### config.mk
export PLATFORM = sky130hd
export DESIGN_NAME = lfu_page_replacement
export DESIGN_NICKNAME = d
export VERILOG_FILES = /design/src/lfu_pkg.sv /design/src/lfu_cell.sv /design/src/lfu_page_replacement.sv
export SDC_FILE = /design/constraint.sdc
export NUM_CORES = 2
export LEC_CHECK = 0
export BUFFER_PORTS_ARGS = -buffer_cell sky130_fd_sc_hd__buf_2
export CAP_MARGIN = 30
export CORE_MARGIN = 5
export CORE_UTILIZATION = 26
export CTS_CLUSTER_DIAMETER = 40
export DETAILED_ROUTE_END_ITERATION = 8
export GPL_TIMING_DRIVEN = 0
export PLACE_DENSITY = 0.47
export SKIP_LAST_GASP = 1
export SLEW_MARGIN = 20
export SYNTH_ARGS = -nofsm -noshare
export SYNTH_HDL_FRONTEND = slang
export SYNTH_SLANG_ARGS = --single-unit
export TNS_END_PERCENT = 30
### constraint.sdc
create_clock -name clock -period 4.1 [get_ports clock]
set_input_delay 0.41 -clock clock [delete_from_list [all_inputs] [get_ports clock]]
set_output_delay 0.41 -clock clock [all_outputs]
set_load 0.005 [all_outputs]
### src/lfu_pkg.sv
// Shared constants, types and widths for the LFU page replacement block.
package lfu_pkg;

   localparam int FRAMES     = 8;
   localparam int PAGE_BITS  = 16;
   localparam int COUNT_BITS = 16;
   localparam int IDX_BITS   = (FRAMES > 1) ? $clog2(FRAMES) : 1;

   localparam int PAGE_NUMBER_W  = 16;
   localparam int FRAME_INDEX_W  = 3;
   localparam int EVICTED_PAGE_W = 16;

   localparam int CFG_BITS      = 4;
   localparam int CSR_ADDR_BITS = 3;
   localparam int CSR_DATA_BITS = 32;

   // register select is paddr bit 2 (one register at byte address 0)
   localparam logic REG_FRAMES_IN_USE = 1'b0;

   localparam logic [CFG_BITS-1:0] CFG_RESET = CFG_BITS'((FRAMES < 15) ? FRAMES : 15);
   localparam logic [COUNT_BITS-1:0] COUNT_MAX = '1;

   typedef struct packed {
      logic                  valid;
      logic [PAGE_BITS-1:0]  page;
      logic                  hit;
      logic [IDX_BITS-1:0]   hit_idx;
      logic                  empty;
      logic [IDX_BITS-1:0]   empty_idx;
      logic                  min_set;
      logic [COUNT_BITS-1:0] min_cnt;
      logic [IDX_BITS-1:0]   min_idx;
      logic [PAGE_BITS-1:0]  min_page;
   } search_type;

   typedef struct packed {
      logic                 en;
      logic                 fill;
      logic [IDX_BITS-1:0]  idx;
      logic [PAGE_BITS-1:0] page;
   } update_type;

endpackage

### src/lfu_cell.sv
// One frame cell: holds page, valid and use count, folds itself into the passing search token.
module lfu_cell (
   input  logic                        clock,
   input  logic                        reset,
   input  logic [lfu_pkg::IDX_BITS-1:0] cell_idx,
   input  logic                        cell_on,
   input  lfu_pkg::search_type         tok_in,
   output lfu_pkg::search_type         tok_out,
   input  lfu_pkg::update_type         upd
);
   import lfu_pkg::*;

   logic [PAGE_BITS-1:0]  page_ff;
   logic                  valid_ff;
   logic [COUNT_BITS-1:0] cnt_ff;
   search_type            tok_ff;
   search_type            tok_in_c;
   logic                  upd_here;

   assign upd_here = upd.en && (upd.idx == cell_idx);

   always_comb begin
      tok_in_c       = tok_in;
      tok_in_c.valid = tok_in.valid & cell_on;
      if (!tok_in.hit && valid_ff && (page_ff == tok_in.page)) begin
         tok_in_c.hit     = 1'b1;
         tok_in_c.hit_idx = cell_idx;
      end
      if (!tok_in.empty && !valid_ff) begin
         tok_in_c.empty     = 1'b1;
         tok_in_c.empty_idx = cell_idx;
      end
      if (!tok_in.min_set || (cnt_ff < tok_in.min_cnt)) begin
         tok_in_c.min_set  = 1'b1;
         tok_in_c.min_cnt  = cnt_ff;
         tok_in_c.min_idx  = cell_idx;
         tok_in_c.min_page = page_ff;
      end
   end

   always_ff @(posedge clock) begin
      if (reset) begin
         tok_ff <= '0;
      end else begin
         tok_ff <= tok_in_c;
      end
   end

   always_ff @(posedge clock) begin
      if (reset) begin
         valid_ff <= 1'b0;
         cnt_ff   <= '0;
      end else if (upd_here) begin
         if (upd.fill) begin
            valid_ff <= 1'b1;
            cnt_ff   <= COUNT_BITS'(1);
         end else if (cnt_ff != COUNT_MAX) begin
            cnt_ff <= cnt_ff + COUNT_BITS'(1);
         end
      end
   end

   always_ff @(posedge clock) begin
      if (upd_here && upd.fill) begin
         page_ff <= upd.page;
      end
   end

   assign tok_out = tok_ff;

endmodule

### src/lfu_page_replacement.sv
// LFU page replacement top level: frame cell chain, sequencer, result register and CSR port.
//
// Each accepted word is one page reference. A search token enters frame cell 0 and moves one
// cell per clock through the active frames, collecting the first hit, the first empty frame and
// the least used frame; the chosen frame is then updated and the result word is loaded into
// the output register. How long one word takes is set by the token's walk along the active
// frames (frames_in_use of 0 counts as one frame, above eight as eight), plus any time a still
// waiting result holds the commit back; the next word is taken while a result still waits.
// frames_in_use (byte address 0) may only be written while the block is idle.
module lfu_page_replacement (
   input  logic                                 clock,
   input  logic                                 reset,
   input  logic                                 req_valid,
   output logic                                 req_ready,
   input  logic [lfu_pkg::PAGE_NUMBER_W-1:0]    req_page_number,
   output logic                                 rsp_valid,
   input  logic                                 rsp_ready,
   output logic                                 rsp_fault,
   output logic [lfu_pkg::FRAME_INDEX_W-1:0]    rsp_frame_index,
   output logic                                 rsp_evicted,
   output logic [lfu_pkg::EVICTED_PAGE_W-1:0]   rsp_evicted_page,
   input  logic                                 csr_psel,
   input  logic                                 csr_penable,
   input  logic                                 csr_pwrite,
   input  logic [lfu_pkg::CSR_ADDR_BITS-1:0]    csr_paddr,
   input  logic [lfu_pkg::CSR_DATA_BITS-1:0]    csr_pwdata,
   output logic [lfu_pkg::CSR_DATA_BITS-1:0]    csr_prdata,
   output logic                                 csr_pready
);
   import lfu_pkg::*;

   localparam logic [1:0] ST_IDLE   = 2'd0;
   localparam logic [1:0] ST_SEARCH = 2'd1;
   localparam logic [1:0] ST_COMMIT = 2'd2;

   logic [1:0]            state_ff, state_in;
   logic [CFG_BITS-1:0]   cfg_ff;
   logic [IDX_BITS-1:0]   lim_idx;
   search_type            inj_ff;
   search_type            tok_out [FRAMES];
   search_type            done_tok;
   update_type            upd;
   logic [FRAMES-1:0]     chain_vld;
   logic                  req_fire, done, commit_go, csr_wr;

   logic                  dec_fault_ff, dec_evict_ff;
   logic [IDX_BITS-1:0]   dec_slot_ff;
   logic [PAGE_BITS-1:0]  dec_page_ff, dec_evpage_ff;

   logic                      rsp_valid_ff;
   logic                      rsp_fault_ff, rsp_evicted_ff;
   logic [FRAME_INDEX_W-1:0]  rsp_frame_index_ff;
   logic [EVICTED_PAGE_W-1:0] rsp_evicted_page_ff;

   // CSR port
   assign csr_pready = 1'b1;
   assign csr_wr     = csr_psel && csr_penable && csr_pwrite && csr_pready &&
                       (csr_paddr[CSR_ADDR_BITS-1] == REG_FRAMES_IN_USE);

   always_ff @(posedge clock) begin
      if (reset) begin
         cfg_ff <= CFG_RESET;
      end else if (csr_wr) begin
         cfg_ff <= csr_pwdata[CFG_BITS-1:0];
      end
   end

   always_comb begin
      if (csr_paddr[CSR_ADDR_BITS-1] == REG_FRAMES_IN_USE) begin
         csr_prdata = CSR_DATA_BITS'(cfg_ff);
      end else begin
         csr_prdata = '0;
      end
   end

   // last active frame
   always_comb begin
      if (cfg_ff == '0) begin
         lim_idx = '0;
      end else if (int'(cfg_ff) > FRAMES) begin
         lim_idx = IDX_BITS'(FRAMES - 1);
      end else begin
         lim_idx = IDX_BITS'(cfg_ff - CFG_BITS'(1));
      end
   end

   assign req_ready = (state_ff == ST_IDLE);
   assign req_fire  = req_valid && req_ready;

   always_ff @(posedge clock) begin
      inj_ff.valid     <= !reset && req_fire;
      inj_ff.page      <= PAGE_BITS'(req_page_number);
      inj_ff.hit       <= 1'b0;
      inj_ff.hit_idx   <= '0;
      inj_ff.empty     <= 1'b0;
      inj_ff.empty_idx <= '0;
      inj_ff.min_set   <= 1'b0;
      inj_ff.min_cnt   <= '0;
      inj_ff.min_idx   <= '0;
      inj_ff.min_page  <= '0;
   end

   generate
      for (genvar k = 0; k < FRAMES; k++) begin : g_cell
         lfu_cell u_cell (
            .clock    (clock),
            .reset    (reset),
            .cell_idx (IDX_BITS'(k)),
            .cell_on  (IDX_BITS'(k) <= lim_idx),
            .tok_in   ((k == 0) ? inj_ff : tok_out[(k == 0) ? 0 : k - 1]),
            .tok_out  (tok_out[k]),
            .upd      (upd)
         );
         assign chain_vld[k] = tok_out[k].valid;
      end
   endgenerate

   assign done_tok  = tok_out[lim_idx];
   assign done      = (state_ff == ST_SEARCH) && done_tok.valid;
   assign commit_go = (state_ff == ST_COMMIT) && (!rsp_valid_ff || rsp_ready);

   always_comb begin
      state_in = state_ff;
      unique case (state_ff)
         ST_IDLE:   if (req_fire) state_in = ST_SEARCH;
         ST_SEARCH: if (done) state_in = ST_COMMIT;
         ST_COMMIT: if (commit_go) state_in = ST_IDLE;
         default:   state_in = ST_IDLE;
      endcase
   end

   always_ff @(posedge clock) begin
      if (reset) begin
         state_ff <= ST_IDLE;
      end else begin
         state_ff <= state_in;
      end
   end

   // decision from the finished token
   always_ff @(posedge clock) begin
      if (done) begin
         dec_fault_ff  <= !done_tok.hit;
         dec_evict_ff  <= !done_tok.hit && !done_tok.empty;
         dec_page_ff   <= done_tok.page;
         dec_evpage_ff <= (!done_tok.hit && !done_tok.empty) ? done_tok.min_page : '0;
         priority if (done_tok.hit) begin
            dec_slot_ff <= done_tok.hit_idx;
         end else if (done_tok.empty) begin
            dec_slot_ff <= done_tok.empty_idx;
         end else begin
            dec_slot_ff <= done_tok.min_idx;
         end
      end
   end

   assign upd.en   = commit_go;
   assign upd.fill = dec_fault_ff;
   assign upd.idx  = dec_slot_ff;
   assign upd.page = dec_page_ff;

   // output register
   always_ff @(posedge clock) begin
      if (reset) begin
         rsp_valid_ff <= 1'b0;
      end else if (commit_go) begin
         rsp_valid_ff <= 1'b1;
      end else if (rsp_ready) begin
         rsp_valid_ff <= 1'b0;
      end
   end

   always_ff @(posedge clock) begin
      if (commit_go) begin
         rsp_fault_ff        <= dec_fault_ff;
         rsp_frame_index_ff  <= FRAME_INDEX_W'(dec_slot_ff);
         rsp_evicted_ff      <= dec_evict_ff;
         rsp_evicted_page_ff <= EVICTED_PAGE_W'(dec_evpage_ff);
      end
   end

   assign rsp_valid        = rsp_valid_ff;
   assign rsp_fault        = rsp_fault_ff;
   assign rsp_frame_index  = rsp_frame_index_ff;
   assign rsp_evicted      = rsp_evicted_ff;
   assign rsp_evicted_page = rsp_evicted_page_ff;

   // checks
   a_evict_is_fault: assert property (@(posedge clock) disable iff (reset)
      rsp_valid && rsp_evicted |-> rsp_fault)
      else $error("eviction reported without fault");

   a_evpage_zero: assert property (@(posedge clock) disable iff (reset)
      rsp_valid && !rsp_evicted |-> rsp_evicted_page == '0)
      else $error("evicted page nonzero without eviction");

   a_idle_chain_empty: assert property (@(posedge clock) disable iff (reset)
      state_ff == ST_IDLE |-> chain_vld == '0)
      else $error("search token in chain while idle");

   a_commit_loads: assert property (@(posedge clock) disable iff (reset)
      upd.en |=> rsp_valid && state_ff == ST_IDLE)
      else $error("frame update without result");

endmodule
==> metrics.txt <==
# TYPE chip_impl_metric gauge
chip_impl_metric{name="via_count_of_the_first_global_routing_pass",unit=""} 22800
chip_impl_metric{name="synthesis.area_per_instance",unit="um^2"} 10.8
chip_impl_metric{name="final.period_utilization",unit=""} 0.984
chip_impl_metric{name="boundaryPins",unit=""} 114
chip_impl_metric{name="gr_util_all_layers",unit=""} 0.146
chip_impl_metric{name="p_clk_frac",unit=""} 0.540
chip_impl_metric{name="p_switching",unit="W"} 0.00454
chip_impl_metric{name="timing.fmax",unit="MHz"} 248
chip_impl_metric{name="drtIter0Drc",unit=""} 1677
chip_impl_metric{name="grt_max_degree",unit=""} 23
chip_impl_metric{name="stdcell_area",unit="mm^2"} 0.0401
chip_impl_metric{name="data_required_time_at_the_worst_endpoint",unit="ns"} 4.49
chip_impl_metric{name="cts_sink_count",unit=""} 796
chip_impl_metric{name="synth-seq-cells",unit=""} 796
chip_impl_metric{name="yosys.area.top_type_share",unit=""} 0.371
chip_impl_metric{name="power_switching_share",unit=""} 0.235
chip_impl_info{name="yosysMostFrequentCell",value="sky130_fd_sc_hd__dfxtp_1"} 1
chip_impl_metric{name="p_per_area",unit="mW/mm^2"} 482
chip_impl_metric{name="power.leakage",unit="nW"} 15.8
chip_impl_metric{name="critical_path_buf_inv_count",unit=""} 6
chip_impl_metric{name="clkSlewWorstSetupHoldPaths",unit="ns"} 0.05
chip_impl_metric{name="synth.lib_cells_used.distinct",unit=""} 76
chip_impl_metric{name="gr-total-overflow",unit=""} 0
chip_impl_metric{name="detailroute.via_count",unit=""} 22700
chip_impl_info{name="path_common_cell",value="sky130_fd_sc_hd__buf_2"} 1
chip_impl_metric{name="routedWlPerCell",unit="um"} 20.0
chip_impl_metric{name="nNetsFinal",unit=""} 3465
chip_impl_metric{name="hold_viol",unit=""} 0
chip_impl_info{name="critPathSlowestCell",value="sky130_fd_sc_hd__buf_4"} 1
chip_impl_metric{name="die-width",unit="um"} 366
chip_impl_metric{name="mappedNetlistArea",unit="mm^2"} 0.0330
chip_impl_metric{name="post_synth_and_or_nand_nor_area_fraction",unit=""} 0.153
chip_impl_metric{name="fraction_of_the_mapped_netlist_area_in_compound_gates",unit=""} 0.0761
chip_impl_metric{name="share_of_power_burned_in_combinational_logic",unit=""} 0.037
chip_impl_info{name="tritoncts",value="done"} 1
chip_impl_info{name="worst-setup-path-type",value="flip-flop to flip-flop"} 1
chip_impl_info{name="rsz_0062_raised_after_global_routing",value="yes"} 1
chip_impl_metric{name="worst_slew_margin_rel",unit=""} 0.316
chip_impl_metric{name="final_layout_size_suffix_gt1_frac",unit=""} 0.128
chip_impl_metric{name="report.final.setup_viol",unit=""} 0
chip_impl_metric{name="drtAntennaViolNets",unit=""} 0
chip_impl_metric{name="replace_congestion",unit=""} 0.878
chip_impl_info{name="critical_path.startpoint_type",value="flip-flop"} 1
chip_impl_metric{name="clkLatencyLatePin",unit="ns"} 0.68
chip_impl_metric{name="synthArstFlopShare",unit=""} 0
chip_impl_metric{name="worst-endpoint-arrival",unit="ns"} 4.43
chip_impl_info{name="critical_path.startpoint",value="cfg_ff[0]"} 1
chip_impl_info{name="r2r-start",value="cfg_ff[0]"} 1
chip_impl_metric{name="crit_cells",unit=""} 13
chip_impl_metric{name="cts.htree.levels",unit=""} 3
chip_impl_metric{name="cts-buffers-inserted",unit=""} 116
chip_impl_info{name="clock_tree.root_cell",value="sky130_fd_sc_hd__clkbuf_16"} 1
chip_impl_metric{name="internal_power",unit="W"} 0.0148
chip_impl_metric{name="reg2reg_depth",unit=""} 13
chip_impl_metric{name="core-area",unit="mm^2"} 0.126
chip_impl_metric{name="post_synth_inst_count",unit=""} 3058
chip_impl_metric{name="timing.critical_path.slowest_cell_delay",unit="ns"} 0.41
chip_impl_metric{name="yosys.area_share.adder",unit=""} 0.0442
chip_impl_metric{name="synth_edf_count",unit=""} 186
chip_impl_metric{name="crit_fanout",unit=""} 10
chip_impl_info{name="post_synth_main_area_contributors",value="sky130_fd_sc_hd__dfxtp_1, sky130_fd_sc_hd__edfxtp_1, sky130_fd_sc_hd__mux2i_1"} 1
chip_impl_metric{name="fin_util",unit=""} 0.319
chip_impl_info{name="synth_common_cells",value="sky130_fd_sc_hd__dfxtp_1, sky130_fd_sc_hd__nor2_1, sky130_fd_sc_hd__edfxtp_1"} 1
chip_impl_metric{name="initial_antenna_violation_count",unit=""} 6
chip_impl_info{name="critPathCaptureType",value="flip-flop"} 1
chip_impl_metric{name="max_slew_violation_count",unit=""} 0
chip_impl_info{name="worst_path_cell_chain",value="buf_2 -> clkbuf_2 -> inv_1 -> ha_2 -> nor2b_1 -> buf_2 -> nor2_1 -> o21ai_4 -> buf_4 -> buf_2 -> mux4_2 -> nand2_1 -> a21oi_1"} 1
chip_impl_metric{name="die_height",unit="um"} 366
chip_impl_metric{name="drt_pre_antenna_iters",unit=""} 6
chip_impl_metric{name="detailedPlacementHpwl",unit="um"} 77300
chip_impl_metric{name="grt_first_pass_wirelength",unit="um"} 149000
chip_impl_info{name="run_status",value="completed"} 1
chip_impl_metric{name="io_buffers",unit=""} 54
chip_impl_info{name="hold_path.class",value="primary input to flip-flop"} 1
chip_impl_metric{name="num-fill-cells",unit=""} 12800
chip_impl_metric{name="fp-row-count",unit=""} 130
chip_impl_metric{name="area_growth",unit="%"} 21.5
chip_impl_metric{name="route.final.wire_length",unit="um"} 101000
chip_impl_metric{name="dpl-instance-area",unit="mm^2"} 0.0356
chip_impl_metric{name="yosys-mux-area-fraction",unit=""} 0.0842
chip_impl_info{name="crit_path_end",value="dec_evpage_ff[13]"} 1
chip_impl_metric{name="drt-vias-per-instance",unit=""} 4.49
chip_impl_metric{name="timing.clock.skew",unit="ns"} 0.0288
chip_impl_info{name="critical-path-top-delay-family",value="buffers and inverters"} 1
chip_impl_info{name="main_combinational_cell_family_by_area_after_synthesis",value="simple AND/OR/NAND/NOR gates"} 1
chip_impl_metric{name="dieArea",unit="mm^2"} 0.134
chip_impl_metric{name="drv.max_cap_violation_count",unit=""} 0
chip_impl_metric{name="synth.yosys.warnings",unit=""} 0
chip_impl_metric{name="worst-slew-pin-transition",unit="ns"} 1.03
chip_impl_info{name="netlist.top_cell.by_area",value="sky130_fd_sc_hd__dfxtp_1"} 1
chip_impl_metric{name="cts-root-to-sink-buffers",unit=""} 3
chip_impl_metric{name="initial_core_utilization",unit=""} 0.262
chip_impl_metric{name="post-route-drc-count",unit=""} 0
chip_impl_metric{name="synth-seq-area-share",unit=""} 0.540
chip_impl_metric{name="irDropWorstVdd",unit="V"} 0.000329
chip_impl_info{name="worst_r2r_endpoint",value="dec_evpage_ff[13]"} 1
chip_impl_metric{name="synthXorXnorAreaFrac",unit=""} 0.0595
chip_impl_metric{name="finalCriticalPeriod",unit="ns"} 4.04
chip_impl_metric{name="sequentialPowerShare",unit=""} 0.423
chip_impl_metric{name="r2r_setup_slack",unit="ns"} 0.06
chip_impl_info{name="synthFlopType",value="sky130_fd_sc_hd__dfxtp_1"} 1
[how the worst min path moves through the flow]
stage                                to  depth (start not counted)             start
floorplan                   rsp_evicted                          0      dec_evict_ff
global placement    rsp_evicted_page[8]                          0  dec_evpage_ff[8]
detailed placement          rsp_evicted                          0      dec_evict_ff
CTS                           rsp_valid                          3         rsp_ready
global route                  rsp_valid                          3         rsp_ready
finish                        rsp_valid                          3         rsp_ready
[worst reg2reg max path: cells and delay by family, from the launching register on]
family / cells / cell delay (ns)
buf+inv: 6 / 1.74
fa+ha+maj: 1 / 0.22
simple gates: 3 / 0.54
compound gates: 2 / 0.49
mux: 1 / 0.42
flops: 1 / 0.34
[layer usage]
| metal | wire (um) | GRT usage | share of wire | vias up |
|---|---|---|---|---|
| li1 | - | - | - | 11100 |
| met1 | 45900 | 0.195 | 0.46 | 10700 |
| met2 | 46100 | 0.238 | 0.46 | 645 |
| met3 | 5410 | 0.0237 | 0.054 | 186 |
| met4 | 3340 | 0.0511 | 0.033 | 0 |
| met5 | 0 | 0 | 0 | - |
[state kept, by name, summed over array words and instances, names as in the netlist]
| name | cells |
|---|---|
| rsp_fault | 1 |
| state_ff | 2 |
| dec_evpage_ff | 16 |
| dec_fault_ff | 1 |
| dec_page_ff | 16 |
| dec_slot_ff | 3 |
| g_cell.u_cell.cnt_ff | 128 |
| rsp_valid | 1 |
| rsp_frame_index | 3 |
| rsp_evicted_page | 16 |
| inj_ff | 17 |
| g_cell.u_cell.page_ff | 128 |
| g_cell.u_cell.valid_ff | 8 |
| rsp_evicted | 1 |
| dec_evict_ff | 1 |
| cfg_ff | 4 |
| g_cell.u_cell.tok_out | 450 |
[power by group through the flow]
stage	clock (W)	combinational (W)	sequential, W
2_1_floorplan	0	0.000412	0.00829
3_3_place_gp	0	0.000679	0.00832
3_5_place_dp	0	0.000682	0.00833
4_1_cts	0.0106	0.000710	0.00816
5_1_grt	0.0110	0.000754	0.00817
6_report	0.0104	0.000707	0.00816
[area by class of cell]
type | count | area [um^2] | share of cell area
inverters | 169 | 634 | 0.0158
clock buffers | 131 | 3100 | 0.0773
well taps | 1650 | 2060 | 0.0515
plain buffers | 161 | 787 | 0.0197
repair buffers | 91 | 678 | 0.0169
diodes | 1 | 2.50 | 0.0000625
flip-flops and latches | 796 | 17800 | 0.444
clock inverters | 88 | 1040 | 0.0259
multi-input cells | 1958 | 14000 | 0.348
[cells in the final DEF, fill, tap and decap left out, drive strengths merged, types with 18 or more instances in the layout]
cell         synthesis  routed
a21o                31      31
a21oi              114     114
a222oi              18      18
a22o                66      66
and3                23      23
and4                21      21
buf                 66     134
clkbuf              97     227
clkinv               0      22
clkinvlp             0      21
conb                 2      29
dfxtp              610     610
dlygate4sd3          0      21
edfxtp             186     186
ha                 114     114
inv                169     200
mux2i              157     157
mux4                53      53
nand2              181     181
nand3               52      52
nand4               59      59
nor2               356     356
nor2b              175     175
nor3                31      31
nor4                32      32
o21ai               56      56
or3                 22      22
xnor2               69      69
xor2               155     155
[stage by stage]
stage	worst slack (ns)	std cells	hold slack [ns]	TNS (ns)	total power (W)
floorplan	0.404	3085	0.400	0	0.00870
global placement	-1.24	4789	0.401	-102.88	0.00900
detailed placement	-0.458	4800	0.408	-22.59	0.00901
CTS	-0.0910	5043	0.0987	-1.56	0.0195
global route	-0.0860	5044	0.143	-0.641	0.0199
finish	0.0642	5045	0.161	0	0.0193
[cells by family after synthesis]
logic type                 after synthesis
and+or+nand+nor                       1016
DFF                                    796
AOI/OAI and AO/OA                      360
buffers and inverters                  332
xor gates and xnor gates               224
muxes                                  211
adders and majority gates              117
other                                    2
[what timing repair did]
item,CTS,global route
gates resized for setup,10,14
hold buffers,21,0
buffers inserted,3,1
endpoints found under the setup margin,73,72
pin swaps,0,1
endpoints found under the hold margin,21,0
cloned,0,1
Power figures use the tool's default switching activity.
